`src/rtl/tss_pkg.sv`:
```
// Shared types and codes for the thread slot scheduler with semaphores.
package tss_pkg;

    localparam int OP_W     = 3;
    localparam int SLOT_F_W = 4;
    localparam int SEM_F_W  = 4;
    localparam int COUNT_W  = 16;
    localparam int STATUS_W = 3;

    typedef enum logic [OP_W-1:0] {
        OP_CREATE     = 3'd0,
        OP_TEARDOWN   = 3'd1,
        OP_SCHEDULE   = 3'd2,
        OP_SEM_INIT   = 3'd3,
        OP_SEM_WAIT   = 3'd4,
        OP_SEM_SIGNAL = 3'd5
    } op_t;

    typedef enum logic [STATUS_W-1:0] {
        STAT_OK            = 3'd0,
        STAT_FULL          = 3'd1,
        STAT_NOT_OCCUPIED  = 3'd2,
        STAT_TEAR_CURRENT  = 3'd3,
        STAT_BLOCKED       = 3'd4,
        STAT_NONE_RUNNABLE = 3'd5,
        STAT_NO_CURRENT    = 3'd6
    } status_t;

    typedef enum logic [1:0] {
        SEM_NOP  = 2'd0,
        SEM_LOAD = 2'd1,
        SEM_DEC  = 2'd2,
        SEM_INC  = 2'd3
    } sem_op_t;

    typedef enum logic [1:0] {
        S_IDLE = 2'd0,
        S_EXEC = 2'd1,
        S_SCAN = 2'd2,
        S_DONE = 2'd3
    } state_t;

    typedef struct packed {
        op_t                 op;
        logic [SLOT_F_W-1:0] tgt;
        logic [SEM_F_W-1:0]  sem;
        logic [COUNT_W-1:0]  ival;
    } req_t;

    typedef struct packed {
        status_t             status;
        logic [SLOT_F_W-1:0] slot;
        logic                woke;
    } res_t;

    typedef struct packed {
        sem_op_t            kind;
        logic [SEM_F_W-1:0] idx;
        logic [COUNT_W-1:0] value;
    } sem_cmd_t;

    typedef struct packed {
        logic in_range;
        logic zero;
    } sem_stat_t;

endpackage

```
`src/rtl/tss_sem_file.sv`:
```
// Semaphore count file with one shared increment/decrement unit.
module tss_sem_file #(
    parameter int NUM_SEMAPHORES = 16
) (
    input  logic                 aclk,
    input  logic                 aresetn,
    input  tss_pkg::sem_cmd_t    cmd,
    output tss_pkg::sem_stat_t   stat
);

    localparam int SEM_DEPTH = (NUM_SEMAPHORES < 16) ? NUM_SEMAPHORES : 16;
    localparam int SEM_AW    = (SEM_DEPTH > 1) ? $clog2(SEM_DEPTH) : 1;

    logic [tss_pkg::COUNT_W-1:0]          cnt_reg [SEM_DEPTH];
    logic [SEM_AW+tss_pkg::SEM_F_W-1:0]   idx_ext;
    logic [SEM_AW-1:0]                    idx;
    logic                                 in_range;
    logic [tss_pkg::COUNT_W-1:0]          cur;
    logic [tss_pkg::COUNT_W-1:0]          sum;
    logic                                 wr_en;
    logic [tss_pkg::COUNT_W-1:0]          wr_data;

    // Decode the addressed entry
    assign idx_ext  = {{SEM_AW{1'b0}}, cmd.idx};
    assign idx      = idx_ext[SEM_AW-1:0];
    assign in_range = 32'(cmd.idx) < NUM_SEMAPHORES;
    assign cur      = in_range ? cnt_reg[idx] : '0;

    // Share one adder between increment and decrement
    assign sum = cur + ((cmd.kind == tss_pkg::SEM_DEC) ? {tss_pkg::COUNT_W{1'b1}}
                                                       : tss_pkg::COUNT_W'(1));

    always_comb begin
        wr_en   = 1'b0;
        wr_data = sum;
        case (cmd.kind)
            tss_pkg::SEM_LOAD: begin
                wr_en   = in_range;
                wr_data = cmd.value;
            end
            tss_pkg::SEM_DEC: wr_en = in_range && (cur != '0);
            tss_pkg::SEM_INC: wr_en = in_range && (cur != {tss_pkg::COUNT_W{1'b1}});
            default:          wr_en = 1'b0;
        endcase
    end

    always_ff @(posedge aclk) begin
        if (!aresetn) begin
            for (int i = 0; i < SEM_DEPTH; i++) begin
                cnt_reg[i] <= '0;
            end
        end else if (wr_en) begin
            cnt_reg[idx] <= wr_data;
        end
    end

    assign stat.in_range = in_range;
    assign stat.zero     = (cur == '0);

endmodule

```
`src/rtl/tss_ctrl.sv`:
```
// Sequencer, slot table and round-robin slot scan of the scheduler.
module tss_ctrl #(
    parameter int MAX_THREADS = 16
) (
    input  logic                aclk,
    input  logic                aresetn,
    input  logic                in_valid,
    output logic                in_ready,
    input  tss_pkg::req_t       in_req,
    output tss_pkg::sem_cmd_t   sem_cmd,
    input  tss_pkg::sem_stat_t  sem_stat,
    output logic                res_valid,
    output tss_pkg::res_t       res,
    input  logic                res_taken
);

    localparam int SLOT_W = $clog2(MAX_THREADS);

    tss_pkg::state_t            state_reg, state_next;
    tss_pkg::req_t              req_reg, req_next;
    tss_pkg::res_t              res_reg, res_next;
    logic [MAX_THREADS-1:0]     occ_reg, occ_next;
    logic [MAX_THREADS-1:0]     asleep_reg, asleep_next;
    logic                       cur_valid_reg, cur_valid_next;
    logic [SLOT_W-1:0]          cur_slot_reg, cur_slot_next;
    logic [SLOT_W-1:0]          idx_reg, idx_next;
    logic [SLOT_W-1:0]          cnt_reg, cnt_next;
    logic                       chk_vld_reg, chk_vld_next;
    logic [SLOT_W-1:0]          chk_idx_reg, chk_idx_next;
    logic                       chk_last_reg, chk_last_next;

    // Wait-target store: read once per scan step, written by a blocked wait
    logic [tss_pkg::SEM_F_W-1:0] waits_mem [MAX_THREADS];
    logic [tss_pkg::SEM_F_W-1:0] waits_rd_reg;
    logic                        wr_en;
    logic [SLOT_W-1:0]           rd_addr;

    logic [SLOT_W+tss_pkg::SLOT_F_W-1:0] tgt_ext;
    logic [SLOT_W-1:0]                   tgt_idx;
    logic                                tgt_in_range;
    logic                                hit;

    function automatic logic [tss_pkg::SLOT_F_W-1:0] slot_out(input logic [SLOT_W-1:0] s);
        logic [SLOT_W+tss_pkg::SLOT_F_W-1:0] e;
        e = {{tss_pkg::SLOT_F_W{1'b0}}, s};
        return e[tss_pkg::SLOT_F_W-1:0];
    endfunction

    function automatic logic [SLOT_W-1:0] wrap_inc(input logic [SLOT_W-1:0] s);
        return (s == SLOT_W'(MAX_THREADS - 1)) ? '0 : s + 1'b1;
    endfunction

    assign tgt_ext      = {{SLOT_W{1'b0}}, req_reg.tgt};
    assign tgt_idx      = tgt_ext[SLOT_W-1:0];
    assign tgt_in_range = 32'(req_reg.tgt) < MAX_THREADS;
    assign rd_addr      = idx_reg;

    // Test the slot whose wait target just came out of the store
    always_comb begin
        case (req_reg.op)
            tss_pkg::OP_CREATE:     hit = !occ_reg[chk_idx_reg];
            tss_pkg::OP_SCHEDULE:   hit = occ_reg[chk_idx_reg] && !asleep_reg[chk_idx_reg];
            tss_pkg::OP_SEM_SIGNAL: hit = occ_reg[chk_idx_reg] && asleep_reg[chk_idx_reg]
                                          && (waits_rd_reg == req_reg.sem);
            default:                hit = 1'b0;
        endcase
    end

    // Next state and datapath control
    always_comb begin
        state_next     = state_reg;
        req_next       = req_reg;
        res_next       = res_reg;
        occ_next       = occ_reg;
        asleep_next    = asleep_reg;
        cur_valid_next = cur_valid_reg;
        cur_slot_next  = cur_slot_reg;
        idx_next       = idx_reg;
        cnt_next       = cnt_reg;
        chk_vld_next   = chk_vld_reg;
        chk_idx_next   = chk_idx_reg;
        chk_last_next  = chk_last_reg;
        wr_en          = 1'b0;
        sem_cmd.kind   = tss_pkg::SEM_NOP;
        sem_cmd.idx    = req_reg.sem;
        sem_cmd.value  = req_reg.ival;

        unique case (state_reg)
            tss_pkg::S_IDLE: begin
                if (in_valid) begin
                    req_next   = in_req;
                    state_next = tss_pkg::S_EXEC;
                end
            end
            tss_pkg::S_EXEC: begin
                res_next     = '{status: tss_pkg::STAT_OK, slot: '0, woke: 1'b0};
                state_next   = tss_pkg::S_DONE;
                idx_next     = '0;
                cnt_next     = '0;
                chk_vld_next = 1'b0;
                case (req_reg.op)
                    tss_pkg::OP_CREATE: state_next = tss_pkg::S_SCAN;
                    tss_pkg::OP_TEARDOWN: begin
                        if (!tgt_in_range || !occ_reg[tgt_idx]) begin
                            res_next.status = tss_pkg::STAT_NOT_OCCUPIED;
                        end else if (cur_valid_reg && (cur_slot_reg == tgt_idx)) begin
                            res_next.status = tss_pkg::STAT_TEAR_CURRENT;
                        end else begin
                            occ_next[tgt_idx]    = 1'b0;
                            asleep_next[tgt_idx] = 1'b0;
                        end
                    end
                    tss_pkg::OP_SCHEDULE: begin
                        idx_next   = cur_valid_reg ? wrap_inc(cur_slot_reg) : '0;
                        state_next = tss_pkg::S_SCAN;
                    end
                    tss_pkg::OP_SEM_INIT: sem_cmd.kind = tss_pkg::SEM_LOAD;
                    tss_pkg::OP_SEM_WAIT: begin
                        if (sem_stat.in_range) begin
                            if (!cur_valid_reg) begin
                                res_next.status = tss_pkg::STAT_NO_CURRENT;
                            end else begin
                                res_next.slot = slot_out(cur_slot_reg);
                                if (!sem_stat.zero) begin
                                    sem_cmd.kind = tss_pkg::SEM_DEC;
                                end else begin
                                    asleep_next[cur_slot_reg] = 1'b1;
                                    wr_en                     = 1'b1;
                                    res_next.status           = tss_pkg::STAT_BLOCKED;
                                end
                            end
                        end
                    end
                    tss_pkg::OP_SEM_SIGNAL: begin
                        if (sem_stat.in_range) begin
                            sem_cmd.kind = tss_pkg::SEM_INC;
                            state_next   = tss_pkg::S_SCAN;
                        end
                    end
                    default: ;
                endcase
            end
            tss_pkg::S_SCAN: begin
                if (chk_vld_reg && hit) begin
                    state_next    = tss_pkg::S_DONE;
                    res_next.slot = slot_out(chk_idx_reg);
                    case (req_reg.op)
                        tss_pkg::OP_CREATE: begin
                            occ_next[chk_idx_reg]    = 1'b1;
                            asleep_next[chk_idx_reg] = 1'b0;
                        end
                        tss_pkg::OP_SCHEDULE: begin
                            cur_slot_next  = chk_idx_reg;
                            cur_valid_next = 1'b1;
                        end
                        default: begin
                            asleep_next[chk_idx_reg] = 1'b0;
                            res_next.woke            = 1'b1;
                        end
                    endcase
                end else if (chk_vld_reg && chk_last_reg) begin
                    // Scan exhausted: report the miss, leave state alone
                    state_next = tss_pkg::S_DONE;
                    case (req_reg.op)
                        tss_pkg::OP_CREATE:   res_next.status = tss_pkg::STAT_FULL;
                        tss_pkg::OP_SCHEDULE: res_next.status = tss_pkg::STAT_NONE_RUNNABLE;
                        default:              res_next.status = tss_pkg::STAT_OK;
                    endcase
                end else begin
                    // Advance: issue the next slot to the store
                    chk_vld_next  = 1'b1;
                    chk_idx_next  = idx_reg;
                    chk_last_next = (cnt_reg == SLOT_W'(MAX_THREADS - 1));
                    idx_next      = wrap_inc(idx_reg);
                    cnt_next      = cnt_reg + 1'b1;
                end
            end
            tss_pkg::S_DONE: begin
                if (res_taken) begin
                    state_next = tss_pkg::S_IDLE;
                end
            end
            default: state_next = tss_pkg::S_IDLE;
        endcase
    end

    always_ff @(posedge aclk) begin
        if (!aresetn) begin
            state_reg     <= tss_pkg::S_IDLE;
            occ_reg       <= '0;
            asleep_reg    <= '0;
            cur_valid_reg <= 1'b0;
            cur_slot_reg  <= '0;
            chk_vld_reg   <= 1'b0;
        end else begin
            state_reg     <= state_next;
            occ_reg       <= occ_next;
            asleep_reg    <= asleep_next;
            cur_valid_reg <= cur_valid_next;
            cur_slot_reg  <= cur_slot_next;
            chk_vld_reg   <= chk_vld_next;
        end
    end

    always_ff @(posedge aclk) begin
        req_reg      <= req_next;
        res_reg      <= res_next;
        idx_reg      <= idx_next;
        cnt_reg      <= cnt_next;
        chk_idx_reg  <= chk_idx_next;
        chk_last_reg <= chk_last_next;
    end

    always_ff @(posedge aclk) begin
        if (wr_en) begin
            waits_mem[cur_slot_reg] <= req_reg.sem;
        end
        waits_rd_reg <= waits_mem[rd_addr];
    end

    assign in_ready  = (state_reg == tss_pkg::S_IDLE);
    assign res_valid = (state_reg == tss_pkg::S_DONE);
    assign res       = res_reg;

    // A current slot is always occupied
    a_cur_occupied: assert property (@(posedge aclk) disable iff (!aresetn)
        cur_valid_reg |-> occ_reg[cur_slot_reg])
        else $error("current slot is not occupied");

    // A sleeping slot is always occupied
    a_asleep_occupied: assert property (@(posedge aclk) disable iff (!aresetn)
        (asleep_reg & ~occ_reg) == '0)
        else $error("free slot marked asleep");

    // The scan ends once the last slot has been checked
    a_scan_ends: assert property (@(posedge aclk) disable iff (!aresetn)
        (state_reg == tss_pkg::S_SCAN) && chk_vld_reg && chk_last_reg
        |=> state_reg == tss_pkg::S_DONE)
        else $error("scan ran past the last slot");

    // Checked slot index stays inside the table
    a_chk_range: assert property (@(posedge aclk) disable iff (!aresetn)
        (state_reg == tss_pkg::S_SCAN) && chk_vld_reg |-> 32'(chk_idx_reg) < MAX_THREADS)
        else $error("scan index out of range");

endmodule

```
`src/rtl/thread_slot_scheduler_with_semaphores_top.sv`:
```
// Thread slot scheduler with counting semaphores: top level with result register.
//
// Usage: one command word enters on the s_ channel (s_valid/s_ready) and one
// result word leaves on the m_ channel (m_valid/m_ready) for every command.
// Commands are create, teardown, schedule, semaphore init, wait and signal.
// The block works on one word at a time; s_ready is high only while idle.
// Teardown, init, wait and unused codes give their result straight from the
// execute step. Create, schedule and signal scan the slot table one slot per
// cycle through the wait-target store, whose read is registered; the scan
// stops at the first hit or after the last slot. The next word is accepted
// the cycle after the result is handed to the output register. The output
// register lets the next word be accepted while a result still waits; if
// m_ready stays low, the following result holds inside the block until the
// register frees up.
// Reset (aresetn low, synchronous) frees all slots, clears the current slot
// and sets every semaphore count to zero; no clearing pass is needed.
module thread_slot_scheduler_with_semaphores_top #(
    parameter int MAX_THREADS    = 16,
    parameter int NUM_SEMAPHORES = 16
) (
    input  logic        aclk,
    input  logic        aresetn,
    input  logic        s_valid,
    output logic        s_ready,
    input  logic [2:0]  s_operation,
    input  logic [3:0]  s_target_slot,
    input  logic [3:0]  s_sem_id,
    input  logic [15:0] s_init_value,
    output logic        m_valid,
    input  logic        m_ready,
    output logic [2:0]  m_status,
    output logic [3:0]  m_slot_index,
    output logic        m_woke_thread
);

    tss_pkg::req_t      in_req;
    tss_pkg::sem_cmd_t  sem_cmd;
    tss_pkg::sem_stat_t sem_stat;
    tss_pkg::res_t      res;
    tss_pkg::res_t      m_res_reg;
    logic               m_valid_reg, m_valid_next;
    logic               res_valid;
    logic               res_taken;

    assign in_req.op   = tss_pkg::op_t'(s_operation);
    assign in_req.tgt  = s_target_slot;
    assign in_req.sem  = s_sem_id;
    assign in_req.ival = s_init_value;

    tss_ctrl #(
        .MAX_THREADS (MAX_THREADS)
    ) u_ctrl (
        .aclk      (aclk),
        .aresetn   (aresetn),
        .in_valid  (s_valid),
        .in_ready  (s_ready),
        .in_req    (in_req),
        .sem_cmd   (sem_cmd),
        .sem_stat  (sem_stat),
        .res_valid (res_valid),
        .res       (res),
        .res_taken (res_taken)
    );

    tss_sem_file #(
        .NUM_SEMAPHORES (NUM_SEMAPHORES)
    ) u_sem_file (
        .aclk    (aclk),
        .aresetn (aresetn),
        .cmd     (sem_cmd),
        .stat    (sem_stat)
    );

    // Load the output register whenever it is empty or being drained
    assign res_taken = res_valid && (!m_valid_reg || m_ready);

    always_comb begin
        m_valid_next = m_valid_reg;
        if (res_taken) begin
            m_valid_next = 1'b1;
        end else if (m_ready) begin
            m_valid_next = 1'b0;
        end
    end

    always_ff @(posedge aclk) begin
        if (!aresetn) begin
            m_valid_reg <= 1'b0;
        end else begin
            m_valid_reg <= m_valid_next;
        end
    end

    always_ff @(posedge aclk) begin
        if (res_taken) begin
            m_res_reg <= res;
        end
    end

    assign m_valid       = m_valid_reg;
    assign m_status      = m_res_reg.status;
    assign m_slot_index  = m_res_reg.slot;
    assign m_woke_thread = m_res_reg.woke;

endmodule
```
`config.mk`:
```
export PLATFORM = sky130hd
export DESIGN_NAME = thread_slot_scheduler_with_semaphores_top
export DESIGN_NICKNAME = d
export VERILOG_FILES = /design/src/rtl/tss_pkg.sv /design/src/rtl/tss_sem_file.sv /design/src/rtl/tss_ctrl.sv /design/src/rtl/thread_slot_scheduler_with_semaphores_top.sv
export SDC_FILE = /design/constraint.sdc
export NUM_CORES = 1
export LEC_CHECK = 0
export ABC_AREA = 1
export BUFFER_PORTS_ARGS = -buffer_cell sky130_fd_sc_hd__buf_2
export CELL_PAD_IN_SITES_DETAIL_PLACEMENT = 0
export CELL_PAD_IN_SITES_GLOBAL_PLACEMENT = 1
export CORE_MARGIN = 2
export CORE_UTILIZATION = 53
export DETAILED_ROUTE_END_ITERATION = 6
export GPL_TIMING_DRIVEN = 0
export PLACE_DENSITY_LB_ADDON = 0.05
export RECOVER_POWER = 100
export SLEW_MARGIN = 20
export SYNTH_ARGS = -nofsm -noshare
export SYNTH_HDL_FRONTEND = slang
export SYNTH_SLANG_ARGS = --single-unit
```
`constraint.sdc`:
```
create_clock -name aclk -period 9.65 [get_ports aclk]
set_input_delay 0.965 -clock aclk [delete_from_list [all_inputs] [get_ports aclk]]
set_output_delay 0.965 -clock aclk [all_outputs]
set_load 0.01 [all_outputs]
```
==> results of run 1 <==
Yosys cell counts (all sizes together), types with 5 or more instances:
library cell	instances	area [sq um]
or2	7	43.79
a22oi	5	37.54
dfxtp	49	980.9
a21oi	70	350.3
nand2	544	2152
nor2	454	1874
o22ai	32	200.2
o31ai	8	60.06
inv	218	823.3
ha	11	137.6
o21ai	133	684.4
edfxtp	376	11290
buf	88	623.1
nand4	22	143.9
xnor2	5	66.32
o211ai	17	137.6
o41ai	5	43.79
a221oi	6	52.55
nand3	184	950.9
xor2	9	86.34
o32ai	5	43.79
nor3	9	90.08
o221ai	9	78.83
clkbuf	40	150.1
layout make-up:
cell class	instances	area share, %
Sequential cell	425	52.18
Clock buffer	60	5.251
Buffer	128	3.197
Clock inverter	24	1.218
Timing Repair Buffer	40	0.7661
Inverter	220	3.538
Multi-Input combinational cell	1552	31.05
Tap cell	525	2.793
worst min-delay path by stage:
stage	endpoint	slack (ns)	start
after floorplan	m_slot_index[0]	0.40	u_ctrl.res[1]
after global placement	m_slot_index[1]	0.41	u_ctrl.res[2]
after detailed placement	m_slot_index[0]	0.41	u_ctrl.res[1]
after CTS	m_slot_index[2]	0.41	u_ctrl.res[3]
after global routing	m_slot_index[2]	0.42	u_ctrl.res[3]
final	m_slot_index[2]	0.42	u_ctrl.res[3]
through the flow:
step	util, %	instance area [sq um]	instances	power (mW)
after global routing	59.19	23520	2974	7.112
after global placement	55.75	22150	2890	5.027
after CTS	59.58	23670	2974	6.831
final	59.19	23520	2974	6.820
after floorplan	-	21290	2325	4.094
after detailed placement	55.75	22150	2890	5.057
worst reg2reg max path: stages, from the launching register on:
cell and delay, ns:
dfxtp_1 0.31, clkbuf_1 0.64, clkbuf_1 0.80, nand3_1 0.20, nand3_1 0.14, nand3_1 0.15, nand2_1 0.29, nor2_1 0.09
nand2_1 0.07, nor2_1 0.10, nand2_2 0.10, nand2_1 0.08, nand2_1 0.29, nand2_2 0.09, nand2_1 0.33, inv_4 0.11
o21ai_0 1.23, nor3_4 0.05, nand2_1 0.42, clkbuf_1 0.57, nand2_1 0.70
metal layers:
| layer | up-vias | wire length, um | track usage, % |
|---|---|---|---|
| li1 | 7958 | - | - |
| met1 | 8045 | 25410 | 39.53 |
| met2 | 723 | 32730 | 55.74 |
| met3 | 177 | 4466 | 3.715 |
| met4 | 0 | 2979 | 14.47 |
| met5 | - | 0 | 0 |
report_power, final:
group,total [mW],switching (mW),internal (mW)
Combinational,2.74,2.03,0.704
Sequential,2.29,0.0958,2.19
Clock,1.80,0.752,1.04
logic make-up after synthesis:
group / after synthesis / share of synthesized area, %
buf+inv: 348 / 7.534
fa+ha+maj: 11 / 0.6464
mux: 3 / 0.2586
compound gates: 301 / 8.433
simple gates: 1223 / 24.78
xor+xnor: 14 / 0.7170
flops: 425 / 57.64
==> impl_metrics.json, run 1 <==
{
  "cpLargestDelayFamily": "simple AND/OR/NAND/NOR gates",
  "crit_path_max_fanout": 16,
  "worstPathCellList": "clkbuf_1 -> clkbuf_1 -> nand3_1 -> nand3_1 -> nand3_1 -> nand2_1 -> nor2_1 -> nand2_1 -> nor2_1 -> nand2_2 -> nand2_1 -> nand2_1 -> nand2_2 -> nand2_1 -> inv_4 -> o21ai_0 -> nor3_4 -> nand2_1 -> clkbuf_1 -> nand2_1",
  "cts_tree": "yes",
  "num-fill-cells": 3534,
  "area_growth_pct": 10.45,
  "leakage_nw": 9.225,
  "first_pass_iters": 6,
  "post-cts-setup-buffer-count": 0,
  "htreeDepth": 2,
  "cp.arrival_ns": 7.34,
  "drc_errors": 0,
  "max_freq_mhz": 138.9,
  "grt_max_degree": 36,
  "whs_ns": 0.4159,
  "synth_fp_nets": 2367,
  "ys_ff_latch": 425,
  "crit_cells": 20,
  "ant_nets": 0,
  "worst_setup_path_end_kind": "register",
  "gp_congestion": 0.8939,
  "cap_violations": 2,
  "rsz0062_at_grt": "false",
  "overflow": 0,
  "rows": 73,
  "grt_pass1_vias": 16230,
  "finalSetupTns_ns": 0,
  "ioPinCount": 41,
  "grt_usage_pct": 31.81,
  "cp_num_buf_inv": 4,
  "postLayoutSetupSlackWorst_ns": 2.450,
  "routed_wl_um": 65580,
  "critPathKind": "register to register",
  "final_layout_size_suffix_gt1_share_pct": 10.86,
  "syn_avg_cell_area_sq_um": 9.158,
  "ctsResizeCount": 0,
  "hold_viol": 0,
  "reg2reg_slack_ns": 2.45,
  "power.density_mw_per_mm2": 290.0,
  "critPathLaunchType": "register",
  "failed_checks": "max-capacitance violations, max-slew violations",
  "diodes": 0,
  "grt_pass1_wl_um": 97170,
  "core-area_sq_mm": 0.03973,
  "clock-root-buffer": "clkbuf_16",
  "synth_enable_flop_cells": 376,
  "clockBufferDepth": 3,
  "die_h_um": 204.4,
  "antenna_found_initial": 0,
  "finalCritPeriodShare_pct": 74.61,
  "vias": 16900,
  "final_common_cell": "nand2_1",
  "synth_cells": 2325,
  "initial_utilization_pct": 53.59,
  "multi_input_area_sq_mm": 0.007303,
  "port-buffer-count": 40,
  "die_area_sq_mm": 0.04179,
  "place_hpwl_um": 46070,
  "fin_skew_ns": 0.02418,
  "report.final.slew_viol_count": 41,
  "tightest_slew_ns": 1.621,
  "drt_iter0_drc": 1671,
  "cts_hold_buf": 0,
  "synth_area_sq_mm": 0.02129,
  "cpMaxStageDelayCell": "o21ai_0",
  "reg2reg_depth": 20,
  "vias_per_cell": 5.684,
  "regArea_sq_mm": 0.01227,
  "synthFlopType": "edfxtp_1",
  "clock_latency_ns": 0.61,
  "hold_path.class": "register to register",
  "ir_worst_vdd_mv": 0.2307,
  "fin_nets": 2455,
  "yosysWarnings": 0,
  "maxSlewHeadroom_pct": -8.628,
  "largest_reg_flops": 256,
  "die_w_um": 204.4,
  "fin_crit_ns": 7.200,
  "clkSinkCount": 425,
  "rr_endpoint": "u_sem_file.cnt_reg[14][7]",
  "cts-buffers-inserted": 46,
  "path_clk_slew_ns": 0.06,
  "post_drt_wl_per_cell_um": 22.05,
  "status": "finished, violations left",
  "synthArstFlopShare_pct": 0,
  "yosysUniqueCellTypes": 52,
  "min_path_cells": 0,
  "dpl_worst_slack_ns": 4.218,
  "crit_path_max_incr_delay_ns": 1.23,
  "setup_viol": 0,
  "final_cell_mix": "nand2_1 (524), nor2_1 (389), edfxtp_1 (376)",
  "crit_top_cell": "nand2_1",
  "worstPathRequired_ns": 9.79,
  "endpoint": "u_sem_file.cnt_reg[14][7]",
  "ys_seq_area_share_pct": 57.64
}
Note: power is estimated with default switching activity, not from simulation.
==> run 2, diff against run 1 <==
- ABC_AREA: 1 -> 0
- clock period: 9.65 -> 7 ns (I/O delays scaled with it)
==> impl_metrics.json, run 2 <==
{
  "final_cell_mix": "edfxtp_1 (376), nor2_1 (282), clkbuf_1 (106)",
  "grt_pass1_wl_um": 80820,
  "endpoint": "u_sem_file.cnt_reg[13][10]",
  "gp_congestion": 0.8679,
  "drt_iter0_drc": 1045,
  "yosysWarnings": 0,
  "final_common_cell": "edfxtp_1",
  "rr_endpoint": "u_sem_file.cnt_reg[13][10]",
  "grt_pass1_vias": 12870,
  "die_area_sq_mm": 0.03886,
  "leakage_nw": 7.495,
  "worstPathCellList": "clkbuf_1 -> clkbuf_1 -> mux4_2 -> a22oi_1 -> nand2_1 -> or3_1 -> nor3_4 -> a21oi_4 -> buf_6 -> xnor2_1 -> ha_1 -> or4_1 -> nor3_1 -> nor3_1 -> o221ai_1 -> clkbuf_2 -> nor2_1",
  "critPathKind": "register to register",
  "diodes": 0,
  "instances_no_fill": 2096,
  "whs_ns": 0.3007,
  "maxSlewHeadroom_pct": 15.12,
  "busiest_layer": "met2",
  "worst_setup_path_end_kind": "register",
  "tightest_slew_ns": 1.272,
  "cts_hold_buf": 0,
  "rows": 70,
  "post_drt_wl_per_cell_um": 25.60,
  "first_pass_iters": 5,
  "rsz0062_at_grt": "false",
  "ys_seq_area_share_pct": 62.08,
  "syn_avg_cell_area_sq_um": 13.16,
  "clkSinkCount": 425,
  "die_w_um": 197.1,
  "power.density_mw_per_mm2": 348.3,
  "cts_tree": "yes",
  "synth_area_sq_mm": 0.01977,
  "vias_per_cell": 6.134,
  "ys_top_cells_by_count": "edfxtp_1 (376), nor2_1 (282), nand2_1 (95), mux4_2 (85), clkbuf_1 (58)",
  "cpLargestDelayFamily": "simple AND/OR/NAND/NOR gates",
  "synthFlopType": "edfxtp_1",
  "num-fill-cells": 2984,
  "worstPathRequired_ns": 7.30,
  "htreeDepth": 2,
  "ir_worst_vdd_mv": 0.2736,
  "clock-root-buffer": "clkbuf_16",
  "ioPinCount": 41,
  "die_h_um": 197.1,
  "initial_utilization_pct": 53.87,
  "setup_viol": 0,
  "status": "completed",
  "crit_path_max_fanout": 10,
  "final_layout_size_suffix_gt1_share_pct": 14.99,
  "met2_usage_pct": 47.10,
  "yosysUniqueCellTypes": 71,
  "core-area_sq_mm": 0.03670,
  "grt_use_met3_pct": 3.585,
  "largest_reg_flops": 256,
  "dpl_cell_area_sq_mm": 0.02055,
  "fin_skew_ns": 0.02095,
  "synth_area_leader_cell": "edfxtp_1",
  "antenna_found_initial": 0,
  "reg2reg_slack_ns": 0.29,
  "cp_num_buf_inv": 4,
  "dpl_worst_slack_ns": 0.2059,
  "yosys-top-cells-area": "edfxtp_1 (57%), mux4_2 (9.7%), nor2_1 (5.4%)",
  "finalSetupTns_ns": 0,
  "cap_violations": 0,
  "cpMaxStageDelayCell": "o221ai_1",
  "clockBufferDepth": 3,
  "vias": 12860,
  "design_area_sq_mm": 0.02185,
  "hold_viol": 0,
  "clock_latency_ns": 0.58,
  "grt_max_degree": 28,
  "place_hpwl_um": 36820,
  "synthArstFlopShare_pct": 0,
  "grt_usage_pct": 28.38,
  "port-buffer-count": 40,
  "synth.top_cell.area_share_pct": 57.11,
  "ys_ff_latch": 425,
  "hold_path.class": "input pin to register",
  "fin_crit_ns": 6.709,
  "synth_enable_flop_cells": 376,
  "routed_wl_um": 53660,
  "finalCritPeriodShare_pct": 95.85,
  "crit_path_max_incr_delay_ns": 0.77,
  "area_growth_pct": 10.51,
  "crit_cells": 17,
  "reg2reg_depth": 17,
  "place_inst": 2010,
  "critPathLaunchType": "register",
  "drc_errors": 0,
  "yosysMostFrequentCell": "edfxtp_1",
  "postLayoutSetupSlackWorst_ns": 0.2908,
  "overflow": 0,
  "max_freq_mhz": 149.0,
  "path_clk_slew_ns": 0.07,
  "cts-buffers-inserted": 46,
  "ant_nets": 0,
  "fin_nets": 1632,
  "cp.arrival_ns": 7.01,
  "synth_cells": 1502,
  "report.final.slew_viol_count": 0,
  "synth_fp_nets": 1544,
  "use_met1_pct": 37.70
}
## run 2: power by group
part / switching (mW) / internal (mW)
logic: 1.45 / 0.697
clock network: 1.01 / 1.36
registers: 0.105 / 2.98
## run 2: layout make-up
class                      instances  area, sq um  area share (%)
buffer                           102        459.2           2.102
clock buffer                      59         1200           5.493
clock inverter                    27        251.5           1.151
inverter                          17        63.81          0.2921
multi-input combinational        958         6833           31.28
sequential                       425        12270           56.17
tap                              468        585.6           2.680
timing repair buffer              40        181.4          0.8305
## run 2: worst register-to-register path, stage by stage, from the launching register on
cell and delay (ns):
dfxtp_1 0.31, clkbuf_1 0.35, clkbuf_1 0.70, mux4_2 0.41
a22oi_1 0.34, nand2_1 0.29, or3_1 0.45, nor3_4 0.32
a21oi_4 0.18, buf_6 0.21, xnor2_1 0.13, ha_1 0.27
or4_1 0.58, nor3_1 0.50, nor3_1 0.13, o221ai_1 0.77
clkbuf_2 0.40, nor2_1 0.07
## run 2: repair_timing
action                     CTS  global route
resized for setup            0             6
setup endpoints to repair    0            20
buffers inserted             0             0
## run 2: worst min path at each step
stage	startpoint	to	slack (ns)	cells past startpoint
floorplan	u_ctrl.res[1]	m_slot_index[0]	0.40	0
global placement	u_ctrl.res[1]	m_slot_index[0]	0.40	0
detailed placement	u_ctrl.res[5]	m_status[0]	0.40	0
CTS	s_target_slot[0]	u_ctrl.tgt_idx[0]	0.28	1
global route	s_target_slot[0]	u_ctrl.tgt_idx[0]	0.29	1
finish	s_init_value[1]	u_ctrl.sem_cmd[1]	0.30	1
## run 2: kinds of logic (layout without fill, tap and decap cells)
logic type,Yosys count,count (layout),share of synthesized area (%)
fa+ha+maj,11,11,0.6962
xor+xnor,27,27,1.196
flops,425,425,62.08
simple gates,603,603,14.43
mux,133,133,12.46
buf+inv,119,245,2.930
compound gates,184,184,6.215
## run 2: per-layer routing
layer  share of wire (%)  up-vias
met5                   0        -
met4                 4.5        0
met3                 5.7      107
met2                  49      492
met1                  41     6473
li1                    -     5785
## run 2: per-stage QoR
step / utilization (%) / total power [mW]
floorplan: - / 4.625
global placement: 56.01 / 5.331
detailed placement: 56.01 / 5.349
CTS: 59.97 / 7.705
global route: 59.53 / 7.921
finish: 59.53 / 7.608
